$ cat src/mtsdc_pkg.sv
package mtsdc_pkg;

    localparam int MAX_TRACK_WORDS = 8192;
    localparam int LEN_W           = 14;
    localparam int IDX_W           = 13;

    localparam logic [31:0]      SYNC_RESET  = 32'h8944_8944;
    localparam logic [31:0]      KEY_RESET   = 32'h2256_8229;
    localparam logic [LEN_W-1:0] WORDS_RESET = 14'd3136;
    localparam logic [LEN_W-1:0] MIN_WORDS   = 14'd4;
    localparam logic [LEN_W-1:0] MAX_WORDS   = LEN_W'(MAX_TRACK_WORDS);
    localparam logic [15:0]      MFM_MASK    = 16'h5555;

    // Configuration register indexes.
    localparam logic [1:0] REG_SYNC_PATTERN = 2'd0;
    localparam logic [1:0] REG_CHECKSUM_KEY = 2'd1;
    localparam logic [1:0] REG_TRACK_WORDS  = 2'd2;

    typedef enum logic [1:0] {
        PH_HUNT = 2'd0,
        PH_DATA = 2'd1,
        PH_IDLE = 2'd2
    } phase_t;

    typedef struct packed {
        logic raw_bit;
        logic restart;
    } in_item_t;

    typedef struct packed {
        logic [15:0]      data_word;
        logic [IDX_W-1:0] word_index;
        logic             last;
        logic             checksum_ok;
    } out_item_t;

    typedef struct packed {
        logic [31:0]      sync_pattern;
        logic [31:0]      checksum_key;
        logic [LEN_W-1:0] track_words;
    } cfg_t;

endpackage

$ cat src/mtsdc_core.sv
module mtsdc_core (
    input  logic                clk,
    input  logic                rst_n,
    input  logic                step,
    input  mtsdc_pkg::in_item_t item,
    input  mtsdc_pkg::cfg_t     cfg,
    output logic                res_valid,
    output mtsdc_pkg::out_item_t res_item
);
    import mtsdc_pkg::*;

    logic [31:0]      raw_shift_reg, raw_shift_next;
    logic [4:0]       bit_count_reg, bit_count_next;
    logic [IDX_W-1:0] word_count_reg, word_count_next;
    phase_t           phase_reg, phase_next;
    logic [31:0]      running_sum_reg, running_sum_next;
    logic [15:0]      high_half_reg, high_half_next;

    logic [31:0]      shifted;
    logic             sync_hit;
    logic             word_done;
    logic [15:0]      word;
    logic [31:0]      pair;
    logic [LEN_W-1:0] len_clamped;
    logic [LEN_W-1:0] eff_len;
    logic             is_last;
    logic             ok;

    assign shifted   = {raw_shift_reg[30:0], item.raw_bit};
    assign sync_hit  = (shifted == cfg.sync_pattern);
    assign word_done = (bit_count_reg == 5'd31);
    assign word      = ((shifted[31:16] & MFM_MASK) << 1) | (shifted[15:0] & MFM_MASK);
    assign pair      = {high_half_reg, word};

    always_comb
    begin
        if (cfg.track_words < MIN_WORDS)
        begin
            len_clamped = MIN_WORDS;
        end
        else if (cfg.track_words > MAX_WORDS)
        begin
            len_clamped = MAX_WORDS;
        end
        else
        begin
            len_clamped = cfg.track_words;
        end
        eff_len = {len_clamped[LEN_W-1:1], 1'b0};
    end

    assign is_last = ({1'b0, word_count_reg} + LEN_W'(1)) >= eff_len;
    assign ok      = (pair == running_sum_reg);

    // Next phase.
    always_comb
    begin
        phase_next = phase_reg;
        if (step)
        begin
            if (item.restart)
            begin
                phase_next = PH_HUNT;
            end
            else
            begin
                unique case (phase_reg)
                    PH_HUNT:
                    begin
                        if (sync_hit)
                        begin
                            phase_next = PH_DATA;
                        end
                    end
                    PH_DATA:
                    begin
                        if (word_done && is_last)
                        begin
                            phase_next = ok ? PH_IDLE : PH_HUNT;
                        end
                    end
                    PH_IDLE:
                    begin
                        phase_next = PH_IDLE;
                    end
                    default:
                    begin
                        phase_next = PH_HUNT;
                    end
                endcase
            end
        end
    end

    // Datapath and result.
    always_comb
    begin
        raw_shift_next   = raw_shift_reg;
        bit_count_next   = bit_count_reg;
        word_count_next  = word_count_reg;
        running_sum_next = running_sum_reg;
        high_half_next   = high_half_reg;
        res_valid        = 1'b0;
        res_item         = '{data_word:   word,
                             word_index:  word_count_reg,
                             last:        is_last,
                             checksum_ok: is_last && ok};
        if (step)
        begin
            if (item.restart)
            begin
                raw_shift_next   = '0;
                bit_count_next   = '0;
                word_count_next  = '0;
                running_sum_next = '0;
                high_half_next   = '0;
            end
            else if (phase_reg == PH_HUNT)
            begin
                raw_shift_next = shifted;
                if (sync_hit)
                begin
                    bit_count_next   = '0;
                    word_count_next  = '0;
                    running_sum_next = '0;
                    high_half_next   = '0;
                end
            end
            else if (phase_reg == PH_DATA)
            begin
                raw_shift_next = shifted;
                if (!word_done)
                begin
                    bit_count_next = bit_count_reg + 5'd1;
                end
                else
                begin
                    res_valid      = 1'b1;
                    bit_count_next = '0;
                    if (is_last)
                    begin
                        word_count_next  = '0;
                        running_sum_next = '0;
                        high_half_next   = '0;
                    end
                    else
                    begin
                        word_count_next = word_count_reg + IDX_W'(1);
                        if (!word_count_reg[0])
                        begin
                            high_half_next = word;
                        end
                        else
                        begin
                            running_sum_next = running_sum_reg + (cfg.checksum_key ^ pair);
                        end
                    end
                end
            end
        end
    end

    always_ff @(posedge clk or negedge rst_n)
    begin
        if (!rst_n)
        begin
            raw_shift_reg   <= '0;
            bit_count_reg   <= '0;
            word_count_reg  <= '0;
            phase_reg       <= PH_HUNT;
            running_sum_reg <= '0;
            high_half_reg   <= '0;
        end
        else
        begin
            raw_shift_reg   <= raw_shift_next;
            bit_count_reg   <= bit_count_next;
            word_count_reg  <= word_count_next;
            phase_reg       <= phase_next;
            running_sum_reg <= running_sum_next;
            high_half_reg   <= high_half_next;
        end
    end

endmodule

$ cat src/mtsdc_out_stage.sv
module mtsdc_out_stage (
    input  logic                 clk,
    input  logic                 rst_n,
    input  logic                 load,
    input  mtsdc_pkg::out_item_t load_item,
    output logic                 out_valid,
    input  logic                 out_ready,
    output mtsdc_pkg::out_item_t out_item
);
    import mtsdc_pkg::*;

    logic      valid_reg, valid_next;
    out_item_t item_reg;

    // A load only happens when the register is empty or being drained.
    always_comb
    begin
        if (load)
        begin
            valid_next = 1'b1;
        end
        else if (out_ready)
        begin
            valid_next = 1'b0;
        end
        else
        begin
            valid_next = valid_reg;
        end
    end

    always_ff @(posedge clk or negedge rst_n)
    begin
        if (!rst_n)
        begin
            valid_reg <= 1'b0;
        end
        else
        begin
            valid_reg <= valid_next;
        end
    end

    always_ff @(posedge clk)
    begin
        if (load)
        begin
            item_reg <= load_item;
        end
    end

    assign out_valid = valid_reg;
    assign out_item  = item_reg;

endmodule

$ cat src/mfm_track_sync_decode_check_unit.sv
// MFM track sync hunter, even/odd word decoder and checksum checker. One raw disk bit is
// taken per transfer, and a new bit can be taken in every cycle: the core updates its
// state once per step behind the input register, which sets that rate. A decoded word
// leaves through a one-entry output register, which is loaded on the step of the bit
// that completes it. The input side stalls only while that output register is full and
// not being taken. After a track whose checksum matched, raw bits are absorbed without
// effect until an item with restart set arrives; a bad track returns to sync hunting.
module mfm_track_sync_decode_check_unit (
    input  logic                 clk,
    input  logic                 rst_n,
    input  logic                 in_valid,
    output logic                 in_ready,
    input  mtsdc_pkg::in_item_t  in_item,
    output logic                 out_valid,
    input  logic                 out_ready,
    output mtsdc_pkg::out_item_t out_item,
    input  logic                 cfg_we,
    input  logic [1:0]           cfg_addr,
    input  logic [31:0]          cfg_data
);
    import mtsdc_pkg::*;

    cfg_t      cfg_reg, cfg_next;
    logic      in_valid_reg, in_valid_next;
    in_item_t  in_item_reg;
    logic      advance;
    logic      res_valid;
    out_item_t res_item;

    always_comb
    begin
        cfg_next = cfg_reg;
        if (cfg_we)
        begin
            unique case (cfg_addr)
                REG_SYNC_PATTERN: cfg_next.sync_pattern = cfg_data;
                REG_CHECKSUM_KEY: cfg_next.checksum_key = cfg_data;
                REG_TRACK_WORDS:  cfg_next.track_words  = cfg_data[LEN_W-1:0];
                default:          cfg_next = cfg_reg;
            endcase
        end
    end

    always_ff @(posedge clk or negedge rst_n)
    begin
        if (!rst_n)
        begin
            cfg_reg <= '{sync_pattern: SYNC_RESET,
                         checksum_key: KEY_RESET,
                         track_words:  WORDS_RESET};
        end
        else
        begin
            cfg_reg <= cfg_next;
        end
    end

    assign advance  = in_valid_reg && (!out_valid || out_ready);
    assign in_ready = !in_valid_reg || advance;

    always_comb
    begin
        if (in_valid && in_ready)
        begin
            in_valid_next = 1'b1;
        end
        else if (advance)
        begin
            in_valid_next = 1'b0;
        end
        else
        begin
            in_valid_next = in_valid_reg;
        end
    end

    always_ff @(posedge clk or negedge rst_n)
    begin
        if (!rst_n)
        begin
            in_valid_reg <= 1'b0;
        end
        else
        begin
            in_valid_reg <= in_valid_next;
        end
    end

    always_ff @(posedge clk)
    begin
        if (in_valid && in_ready)
        begin
            in_item_reg <= in_item;
        end
    end

    mtsdc_core u_core (
        .clk       (clk),
        .rst_n     (rst_n),
        .step      (advance),
        .item      (in_item_reg),
        .cfg       (cfg_reg),
        .res_valid (res_valid),
        .res_item  (res_item)
    );

    mtsdc_out_stage u_out (
        .clk       (clk),
        .rst_n     (rst_n),
        .load      (res_valid),
        .load_item (res_item),
        .out_valid (out_valid),
        .out_ready (out_ready),
        .out_item  (out_item)
    );

`ifndef NO_ASSERTIONS
    a_ok_only_on_last: assert property (@(posedge clk) disable iff (!rst_n)
        out_valid && out_item.checksum_ok |-> out_item.last)
        else $error("checksum_ok set on a word that is not the last");

    a_stall_only_when_full: assert property (@(posedge clk) disable iff (!rst_n)
        !in_ready |-> out_valid && !out_ready)
        else $error("input stalled while the output register could take a word");

    a_result_needs_room: assert property (@(posedge clk) disable iff (!rst_n)
        res_valid |-> advance && (!out_valid || out_ready))
        else $error("decoded word produced while the output register is blocked");
`endif

endmodule
$ cat config.mk
export PLATFORM = sky130hd
export DESIGN_NAME = mfm_track_sync_decode_check_unit
export DESIGN_NICKNAME = d
export VERILOG_FILES = /design/src/mtsdc_pkg.sv /design/src/mtsdc_core.sv /design/src/mtsdc_out_stage.sv /design/src/mfm_track_sync_decode_check_unit.sv
export SDC_FILE = /design/constraint.sdc
export NUM_CORES = 1
export LEC_CHECK = 0
export ABC_AREA = 1
export BUFFER_PORTS_ARGS = -buffer_cell sky130_fd_sc_hd__buf_4
export CELL_PAD_IN_SITES_DETAIL_PLACEMENT = 1
export CELL_PAD_IN_SITES_GLOBAL_PLACEMENT = 1
export CORE_MARGIN = 3
export CORE_UTILIZATION = 49
export DETAILED_ROUTE_END_ITERATION = 10
export GPL_TIMING_DRIVEN = 0
export PLACE_DENSITY_LB_ADDON = 0.1
export SLEW_MARGIN = 15
export SYNTH_ARGS = -nofsm -noshare
export SYNTH_HDL_FRONTEND = slang
export SYNTH_HIERARCHICAL = 1
export SYNTH_SLANG_ARGS = --single-unit
$ cat constraint.sdc
create_clock -name clk -period 8.65 [get_ports clk]
set_input_delay 0.4325 -clock clk [delete_from_list [all_inputs] [get_ports clk]]
set_output_delay 0.4325 -clock clk [all_outputs]
set_load 0.01 [all_outputs]
# ---- Word level (Yosys, flattened, before mapping)
# Cells that the tools add are included.
dict set report op_classes {
  n_bitwise 2
  n_addsub 4
  reduce_logical 24
  n_eq_ne 10
  mux 44
  magnitude_cmp 3
}
# op count
set ops {}
lappend ops {{32-bit 2-to-1 mux} 7}
lappend ops {{16-bit 2-to-1 mux} 7}
lappend ops {{31-bit 2-to-1 mux} 3}
lappend ops {{13-bit 2-to-1 mux} 6}
lappend ops {{32-bit == test} 2}
lappend ops {{32-bit adder} 1}
lappend ops {{32-bit bitwise XOR} 1}
lappend ops {{14-bit 2-to-1 mux} 2}
lappend ops {{5-bit 2-to-1 mux} 5}
lappend ops {{16-bit by 15-bit OR with 16-bit output} 1}
lappend ops {{13-bit by 1-bit adder with 14-bit output (second input constant)} 1}
lappend ops {{14-bit >= comparator} 1}
lappend ops {{14-bit > comparator (second input constant)} 1}
lappend ops {{14-bit by 3-bit < comparator with 1-bit output (second input constant)} 1}
lappend ops {{13-bit by 1-bit adder with 13-bit output (second input constant)} 1}
lappend ops {{5-bit AND reduction} 2}
lappend ops {{1-bit 2-to-1 mux} 9}
lappend ops {{2-bit 2-to-1 mux} 4}
lappend ops {{2-bit AND reduction} 4}
lappend ops {{3-bit by 2-bit != test with 1-bit output (second input constant)} 2}
lappend ops {{2-bit case mux with 3 select lines} 1}
lappend ops {{3-bit AND reduction} 2}
lappend ops {{3-bit nonzero test} 2}
lappend ops {{5-bit by 1-bit adder with 5-bit output (second input constant)} 1}
lappend ops {{other kinds (11)} 20}
dict set report word_totals {
  word_cells 104
  register_bits 212
}

# ---- Depth between registers and ports, before layout
# Gate-level depths: netlist of the first run.
dict set report logic_depth {
  depth_word 9
  mapped_depth 22
}

# ---- Hierarchy
# Netlist of the first run, hierarchy kept.
# mod cells_per_inst instances area_each_um2
set modules_own_cells {}
lappend modules_own_cells {mtsdc_core 1331 1 8455.6}
lappend modules_own_cells {mfm_track_sync_decode_check_unit 356 1 3380.7}
lappend modules_own_cells {mtsdc_out_stage 36 1 970.9}

# ---- Worst setup path before layout of the first run
# No wires, ideal clock.
dict set report synth_timing {
  path_type {register to register}
  startpoint {register u_core.bit_count_reg[0]}
  endpoint {register u_out.item_reg (netlist bit u_out/out_item[0]), enable pin}
  arrival_time_ps 3154
  path_stages_with_launch 6
  setup_slack_ps 5035
  synth_period_minus_slack_ps 3615
  t_required_ps 8190
  path_cell_list {dfrtp_1 -> ha_1 -> and3_1 -> ha_1 -> inv_1 -> nor3_1}
}
dict set report synth_between {
  elab_chain_cells 6
}
# item line_no
set synth_lines {}
lappend synth_lines {{start: declaration} mtsdc_core.sv:13} ;# logic [4:0] bit_count_reg, bit_count_next;
lappend synth_lines {{start signal: assignment} mtsdc_core.sv:177} ;# bit_count_reg <= bit_count_next;
lappend synth_lines {{5-bit == test} mtsdc_core.sv:31} ;# assign word_done = (bit_count_reg == 5'd31);
lappend synth_lines {{1-bit 2-to-1 mux} mtsdc_core.sv:132} ;# if (!word_done)
lappend synth_lines {{1-bit 2-to-1 mux} mtsdc_core.sv:129} ;# else if (phase_reg == PH_DATA)
lappend synth_lines {{1-bit 2-to-1 mux} mtsdc_core.sv:118} ;# else if (phase_reg == PH_HUNT)
lappend synth_lines {{1-bit 2-to-1 mux} mtsdc_core.sv:110} ;# if (item.restart)
lappend synth_lines {{1-bit 2-to-1 mux} mtsdc_core.sv:108} ;# if (step)
lappend synth_lines {{named net res_valid} mfm_track_sync_decode_check_unit.sv:27} ;# logic res_valid;
lappend synth_lines {{end signal: assignment} mtsdc_out_stage.sv:48} ;# item_reg <= load_item;
lappend synth_lines {{end: declaration} mtsdc_out_stage.sv:13} ;# out_item_t item_reg;
# The timed path passes the listed nets, and every way through them passes these cells.
# A chain may end at the register's enable or synchronous reset.

# ---- Final worst setup path of the first run
dict set report layout_timing {
  startpoint {register u_core.word_count_reg[0]}
  endpoint {register u_core.running_sum_reg[11]}
}
dict set report layout_between {
  elab_chain_cells 7
}
# item line_no
set layout_lines {}
lappend layout_lines {{start: declaration} mtsdc_core.sv:14} ;# logic [IDX_W-1:0] word_count_reg, word_count_next;
lappend layout_lines {{start signal: assignment} mtsdc_core.sv:178} ;# word_count_reg <= word_count_next;
lappend layout_lines {{13-bit by 1-bit adder with 14-bit output *} mtsdc_core.sv:52} ;# assign is_last = ({1'b0, word_count_reg} + LEN_W'(1)) >= eff_len;
lappend layout_lines {{14-bit >= comparator *} mtsdc_core.sv:52}
lappend layout_lines {{named net u_core.is_last} mtsdc_core.sv:26} ;# logic is_last;
lappend layout_lines {{32-bit 2-to-1 mux} mtsdc_core.sv:140} ;# if (is_last)
lappend layout_lines {{32-bit 2-to-1 mux} mtsdc_core.sv:132}
lappend layout_lines {{32-bit 2-to-1 mux} mtsdc_core.sv:129}
lappend layout_lines {{32-bit 2-to-1 mux} mtsdc_core.sv:118}
lappend layout_lines {{32-bit 2-to-1 mux} mtsdc_core.sv:110}
lappend layout_lines {{end signal: assignment} mtsdc_core.sv:180} ;# running_sum_reg <= running_sum_next;
lappend layout_lines {{end: declaration} mtsdc_core.sv:16} ;# logic [31:0] running_sum_reg, running_sum_next;
# Mark *: on every way through the listed nets, which the timed path passes. The rest lies on a longest branch. The select of a mux whose other input is x is not followed.

==> summary.txt, run 1 <==
GRT
  • Vias in the first global route: between 10000 and 15000
  • First-pass GRT wire length: 65.9 mm
  • Initial antenna violation count: 1
  • GRT Residual Overflow: 0
  • All-Layer GR Usage: 29.3%
  • Pin count of the biggest net entering global routing: 96

Setup path
  • CP endpoint kind: flip-flop
  • Worst EP arrival: 4.42 ns
  • CP peak stage delay: 0.50 ns
  • Startpoint types: flip-flop
  • Sequence of cells on the critical path: nand3_1, inv_1, nand3_1, nand3b_1, nor3_1, ha_1, nand2_1, inv_1, nand3_1, inv_1, a21oi_1, nand2_1, nor2_2, nand2_1, nand4_1, clkbuf_1, nand2_1, nand2_1
  • Crit path kind: flip-flop to flip-flop
  • R2R setup slack: 4.69 ns
  • Slowest cell on crit path: dfrtp_1
  • Critical path peak fanout: 10
  • Cell repeated most along the worst path: nand2_1
  • Crit path required time: 9.10 ns

Detailed routing
  • WL final: 40.7 mm
  • Via Count: 11600
  • DRC errors left: 0
  • WL per Instance: approximately 19 um
  • Antenna Nets Post-Route: 0
  • DR iter-0 viols: just over 700
  • Vias per cell: roughly 5.3
  • Pre-antenna DRT Iters: 5

Finish
  • Ant diodes: 0
  • Number of flip-flops in the largest register: approximately 80
  • Highest-count cells in the layout ignoring fill and taps: nand2_1, inv_1, dfrtp_1, nor2_1, nand3_1
  • Post-Layout Cell Count: between 2000 and 2500
  • Share of cells above drive strength 1: 12.2%
  • Post-layout util: 57.5%
  • Most common cell after layout, fill and taps aside: nand2_1
  • Final #Nets: 1913
  • Area Overhead vs Synth: 14.0%

Logic synthesis
  • Area leader, netlist: dfrtp_1
  • Main combinational cell family by area after synthesis: simple AND/OR/NAND/NOR gates
  • Synth Area in Simple Gates: 31.9%
  • Synth Register Bits: between 200 and 250
  • Top-area cell type share of the netlist area: a little under a third
  • Compound-Gate Fraction of Synth Area: 3.61%
  • Post-Synth Adder-Cell Area: 4.75%
  • XOR/XNOR Fraction of Synth Area: 7.18%
  • Synthesized net count: 1812
  • Mux share of post-synthesis cell area: 0%
  • Syn avg cell area: 7.43 sq um
  • Yosys Warn Count: 6
  • Synth unique cells: 33
  • Register area share after synthesis: 42.9%
  • Synth Instances: 1723
  • Synth top area cells: dfrtp_1, nand2_1, edfxtp_1
  • Cell area after synthesis: 12800 sq um

Floorplan
  • # IOs: 74
  • Num rows: 58
  • Chip Height: approximately 170 um
  • Initial Utilization: 50.4%
  • Area of the core: around 25000 sq um
  • Die footprint: 28100 sq um
  • Die width: 168 um

Power and ir drop
  • PD cells: between 200 and 300 nW/um^2
  • Leak: 7.81 nW
  • Worst VDD drop: 0.154 mV

Run status
  • Status: finished clean

Timing
  • Worst-Margin Slew: just over 0.7 ns
  • Crit share post-route: between 40% and 50%
  • Clock skew: about 0.01 ns
  • Max Slew Vio Count: 0
  • Fin. Hold Viols: 0
  • Max-Slew Margin vs Limit: 52.2%
  • RSZ-0062 raised after global routing: no
  • Setup TNS: 0 ns
  • Fin crit period: between 3 and 4 ns
  • Fmax: 252 MHz
  • Hold_ws: 0.0920 ns
  • Final setup fails: 0

Clock network
  • H-Tree Depth: 1
  • Cts repair resizes: 0
  • CTS tree: built
  • Clk slew on worst S/H paths: 0.06 ns
  • Root buffer cell: clkbuf_16
  • Hold buffers post-CTS: 1
  • Post-CTS Setup Bufs: 0
  • Maximum clock path buffer count: 3
  • Worst skew pair latency: 0.52 ns
  • Total CTS buffers: 24
  • Number of clock sinks: 212

Place
  • Port buffer count: 70
  • Cells after DPL: 2127
  • GP Congestion: between 0.9 and 1
  • Post-DP HPWL: a little over 30 mm

Job
  • Number of max-cap violations: 0

Worst hold path
  • Hold crit path type: input pin to flip-flop
[per-stage QoR]
step                cell area (sq um)  power (mW)  setup slack [ns]
floorplan                       12800        2.30              5.04
global placement                13700        2.68              3.68
detailed placement              13800        2.76              4.79
CTS                             14600        3.80              4.74
global route                    14600        4.05              4.31
finish                          14600        3.80              4.69
[layer usage]
metal,vias to the layer above,share of wire (%),GRT usage (%)
met4,2,3.0,8.29
met2,235,48,50.0
met1,5715,45,39.5
met3,72,4.1,3.54
met5,-,0.029,0
li1,5553,-,-
[worst max-delay path: cells and delay by family (launching register included)]
kind                       cells  cell delay, ns
and+or+nand+nor               12            2.21
AOI/OAI and AO/OA              1            0.13
DFF                            1            0.50
adders and majority gates      1            0.30
buffers and inverters          4            0.75
[worst paths after layout]
kind,from,cells past startpoint,end
setup reg to reg,u_core/word_count_reg[0]$_DFFE_PN0P_,18,u_core/running_sum_reg[11]$_DFFE_PN0P_
min in group asynchronous,rst_n,2,u_core/running_sum_reg[28]$_DFFE_PN0P_
hold reg to reg,cfg_reg[29]$_DFFE_PN1P_,2,cfg_reg[29]$_DFFE_PN1P_
hold / removal,in_item[1],1,in_item_reg[1]$_DFFE_PP_
max in group asynchronous,rst_n,3,cfg_reg[52]$_DFFE_PN1P_
setup / recovery,u_core/word_count_reg[0]$_DFFE_PN0P_,18,u_core/running_sum_reg[11]$_DFFE_PN0P_
[area by class of cell]
cell class | instances | area (sq um)
clock inverter | 7 | 62.6
tap | 330 | 413
buffer | 85 | 526
inverter | 187 | 702
clock buffer | 37 | 711
fill | 3287 | 10800
timing repair buffer | 75 | 597
sequential | 212 | 5500
multi-input combinational | 1239 | 6080
[synth_stat cells, drive strengths merged]
| cell type | instances |
|---|---|
| nor2 | 129 |
| xor2 | 46 |
| dfstp | 24 |
| inv | 186 |
| buf | 74 |
| clkbuf | 11 |
| a21boi | 1 |
| clkinv | 1 |
| ha | 47 |
| nor4 | 2 |
| a21oi | 34 |
| o21bai | 3 |
| xnor2 | 59 |
| and3 | 3 |
| o21ai | 51 |
| nor3 | 8 |
| fa | 1 |
| nand2 | 695 |
| a21o | 1 |
| dfrtp | 155 |
| edfxtp | 33 |
| nand3 | 103 |
| nand4 | 50 |
| nand3b | 1 |
| or2 | 5 |
[cells by family after synthesis]
group / Yosys count
adder cells (fa/ha/maj): 48
flip-flops: 212
AO/OA/AOI/OAI: 90
AND/OR/NAND/NOR: 996
buffers and inverters: 272
XOR/XNOR: 105
[power by group]
group          switching (mW)  leakage [nW]  total, mW  internal, mW
Sequential              0.179          2.64       1.36          1.18
Clock                   0.415         0.382       1.01         0.594
Combinational           0.949          4.79       1.43         0.484
(Power assumes the default switching activity.)
==> inputs of run 2 (changes only) <==
Settings changed: CORE_UTILIZATION 49 to 46.
Clock period 8.65 ns to 4.1 ns, I/O delays scaled along.
==> summary.txt, run 2 (synthesis gave the netlist of run 1 again) <==
Timing
  • Worst-Margin Slew: 0.695 ns (-0.0228 ns)
  • Fin crit period: 3.76 ns (-0.208 ns)
  • Fin. Hold Viols: 0 (unchanged)
  • RSZ-0062 raised after global routing: no
  • Worst setup margin: 0.344 ns (-4.34 ns)
  • Max Slew Vio Count: 0 (unchanged)
  • Crit share post-route: 91.6% (+46 points)
  • Final setup fails: 0 (unchanged)
  • Max-Slew Margin vs Limit: 53.7% (+1.5 points)
  • Fmax: 266 MHz (+5.5%)
  • Clock skew: 0.0110 ns (+0.000805 ns)

Finish
  • Final #Nets: 1951 (+2.0%)
  • Flip-flop and latch area: 5500 sq um (unchanged)
  • Share of cells above drive strength 1: 12.1% (-0.086 points)
  • Multi-input gate area: 6080 sq um (unchanged)
  • Fillcell total: 3451 (+5.0%)
  • Highest-count cells in the layout ignoring fill and taps: nand2_1, inv_1, dfrtp_1, nor2_1, nand3_1
  • Most common cell after layout, fill and taps aside: nand2_1
  • Area Overhead vs Synth: 17.7%
  • Number of flip-flops in the largest register: 78 (unchanged)

Clock network
  • H-Tree Depth: 1 (unchanged)
  • Number of clock sinks: 212 (unchanged)
  • Maximum clock path buffer count: 3 (unchanged)
  • Worst skew pair latency: 0.52 ns (about the same)
  • CTS tree: built
  • Clk slew on worst S/H paths: 0.06 ns (about the same)
  • Root buffer cell: clkbuf_16
  • Total CTS buffers: 24 (unchanged)

Detailed routing
  • WL final: 40.7 mm (about the same)
  • DRC errors left: 0 (unchanged)
  • Via Count: 11600 (-0.043%)
  • DR iter-0 viols: 720 (+0.84%)
  • Pre-antenna DRT Iters: 5 (unchanged)
  • Antenna Nets Post-Route: 0 (unchanged)
  • Vias per cell: 5.14 (-3.6%)
  • WL per Instance: 18.0 um (-3.7%)

Floorplan
  • Num rows: 60 (+3.4%)
  • Die footprint: 29900 sq um (+6.3%)
  • Die width: 173 um (+3.1%)
  • Chip Height: 173 um (+3.1%)
  • Initial Utilization: 47.1% (-3.3 points)
  • # IOs: 74 (unchanged)
  • Area of the core: 27200 sq um (+7.0%)

GRT
  • Initial antenna violation count: 1 (unchanged)
  • Vias in the first global route: 12300 (+0.016%)
  • First-pass GRT wire length: 66.4 mm (+0.69%)
  • All-Layer GR Usage: 27.4% (-1.9 points)
  • Pin count of the biggest net entering global routing: 103 (+7.3%)
  • GRT Residual Overflow: 0 (unchanged)

Job
  • Number of max-cap violations: 0 (unchanged)

Power and ir drop
  • PD cells: 538 nW/um^2 (+110%)
  • Leak: 7.98 nW (+2.2%)
  • Pwr Total: 8.12 mW (+110%)
  • Worst VDD drop: 0.286 mV (+86%)

Setup path
  • Levels on crit path: 18 (unchanged)
  • R2R setup slack: 0.34 ns (-4.34 ns)
  • CP peak stage delay: 0.57 ns (+0.07 ns)
  • Critical path peak fanout: 10 (unchanged)
  • Worst Reg2Reg Path Length in Cells: 18 (unchanged)
  • Slowest cell on crit path: clkbuf_1
  • CP endpoint kind: flip-flop
  • Critical path's top delay family: simple AND/OR/NAND/NOR gates
  • Crit path required time: 4.56 ns (-4.54 ns)
  • Startpoint types: flip-flop
  • Crit path kind: flip-flop to flip-flop
  • Worst EP arrival: 4.22 ns (-0.20 ns)
  • Sequence of cells on the critical path: nand3_1, inv_1, nand3_1, nand3b_1, nor3_1, ha_1, nand2_1, inv_1, nand3_1, inv_1, a21oi_1, nand2_1, nor2_2, clkbuf_1, nand2_1, nor2_1, nand2_1, nand2_1
  • Buf/Inv on CP: 4 (unchanged)
  • Cell repeated most along the worst path: nand2_1

Place
  • DP Worst Slack: 0.284 ns (-4.50 ns)
  • Port buffer count: 70 (unchanged)
  • Post-DP HPWL: 30.4 mm (-1.1%)
  • GP Congestion: 0.866 (-4.2%)

Worst hold path
  • WHS Path Cells: 4 (+3)
  • Hold crit path type: input pin to flip-flop

Run status
  • Status: finished clean
==> run 2: per-stage QoR <==
stage          instance area [sq um]  hold WS, ns  utilization, %  TNS, ns  instances
2_1_floorplan                  12800      -0.0906               -        0       1723
3_3_place_gp                   13800        0.385            50.8   -31.77       2165
3_5_place_dp                   13900        0.242            51.0        0       2169
4_1_cts                        15100        0.111            55.5        0       2252
5_1_grt                        15100        0.169            55.5        0       2253
6_report                       15100        0.135            55.5        0       2253
==> run 2: final cells by class <==
type                    instances  area share, %
diodes                          1         0.0166
plain buffers                  85           3.49
clock buffers                  37           4.78
clock inverters                 7          0.664
inverters                     187           4.65
multi-input cells            1239           40.4
flip-flops and latches        212           36.5
well taps                     372           3.09
repair buffers                113           6.48
==> run 2: power breakdown <==
part           leakage [nW]  switching (mW)  internal, mW
clock                 0.392           0.895          1.34
sequential             2.64           0.371          2.49
combinational          4.95            1.98          1.04
==> run 2: timing repair <==
| action | 4_1_cts | 5_1_grt |
|---|---|---|
| setup endpoints to repair | 0 | 10 |
| hold buffers | 39 | 0 |
| buffers inserted | 0 | 0 |
| hold endpoints to repair | 144 | 0 |
| resized for setup | 0 | 2 |
==> run 2: worst reg2reg max path, cell delays in order, from the launching register on <==
cell	delay [ns]
dfrtp_1	0.52
nand3_1	0.24
inv_1	0.13
nand3_1	0.10
nand3b_1	0.22
nor3_1	0.32
ha_1	0.31
nand2_1	0.07
inv_1	0.05
nand3_1	0.08
inv_1	0.04
a21oi_1	0.13
nand2_1	0.22
nor2_2	0.27
clkbuf_1	0.57
nand2_1	0.12
nor2_1	0.19
nand2_1	0.08
nand2_1	0.06
==> run 2: worst paths after layout <==
path / from / endpoint
max in group asynchronous: rst_n / cfg_reg[73]$_DFFE_PN1P_
min in group asynchronous: rst_n / u_core/word_count_reg[5]$_DFFE_PN0P_
worst min-delay path: cfg_we / cfg_reg[64]$_DFFE_PN1P_
worst min register to register: cfg_reg[64]$_DFFE_PN1P_ / cfg_reg[64]$_DFFE_PN1P_
worst max-delay path: u_core/word_count_reg[0]$_DFFE_PN0P_ / u_core/running_sum_reg[24]$_DFFE_PN0P_
worst max register to register: u_core/word_count_reg[0]$_DFFE_PN0P_ / u_core/running_sum_reg[24]$_DFFE_PN0P_
==> run 2: layer usage <==
metal	GRT usage (%)	wire length (um)	vias up
met4	9.02	1420	0
met3	2.59	1380	83
met1	37.9	18900	5643
li1	-	-	5633
met5	0	0	-
met2	45.6	18900	213
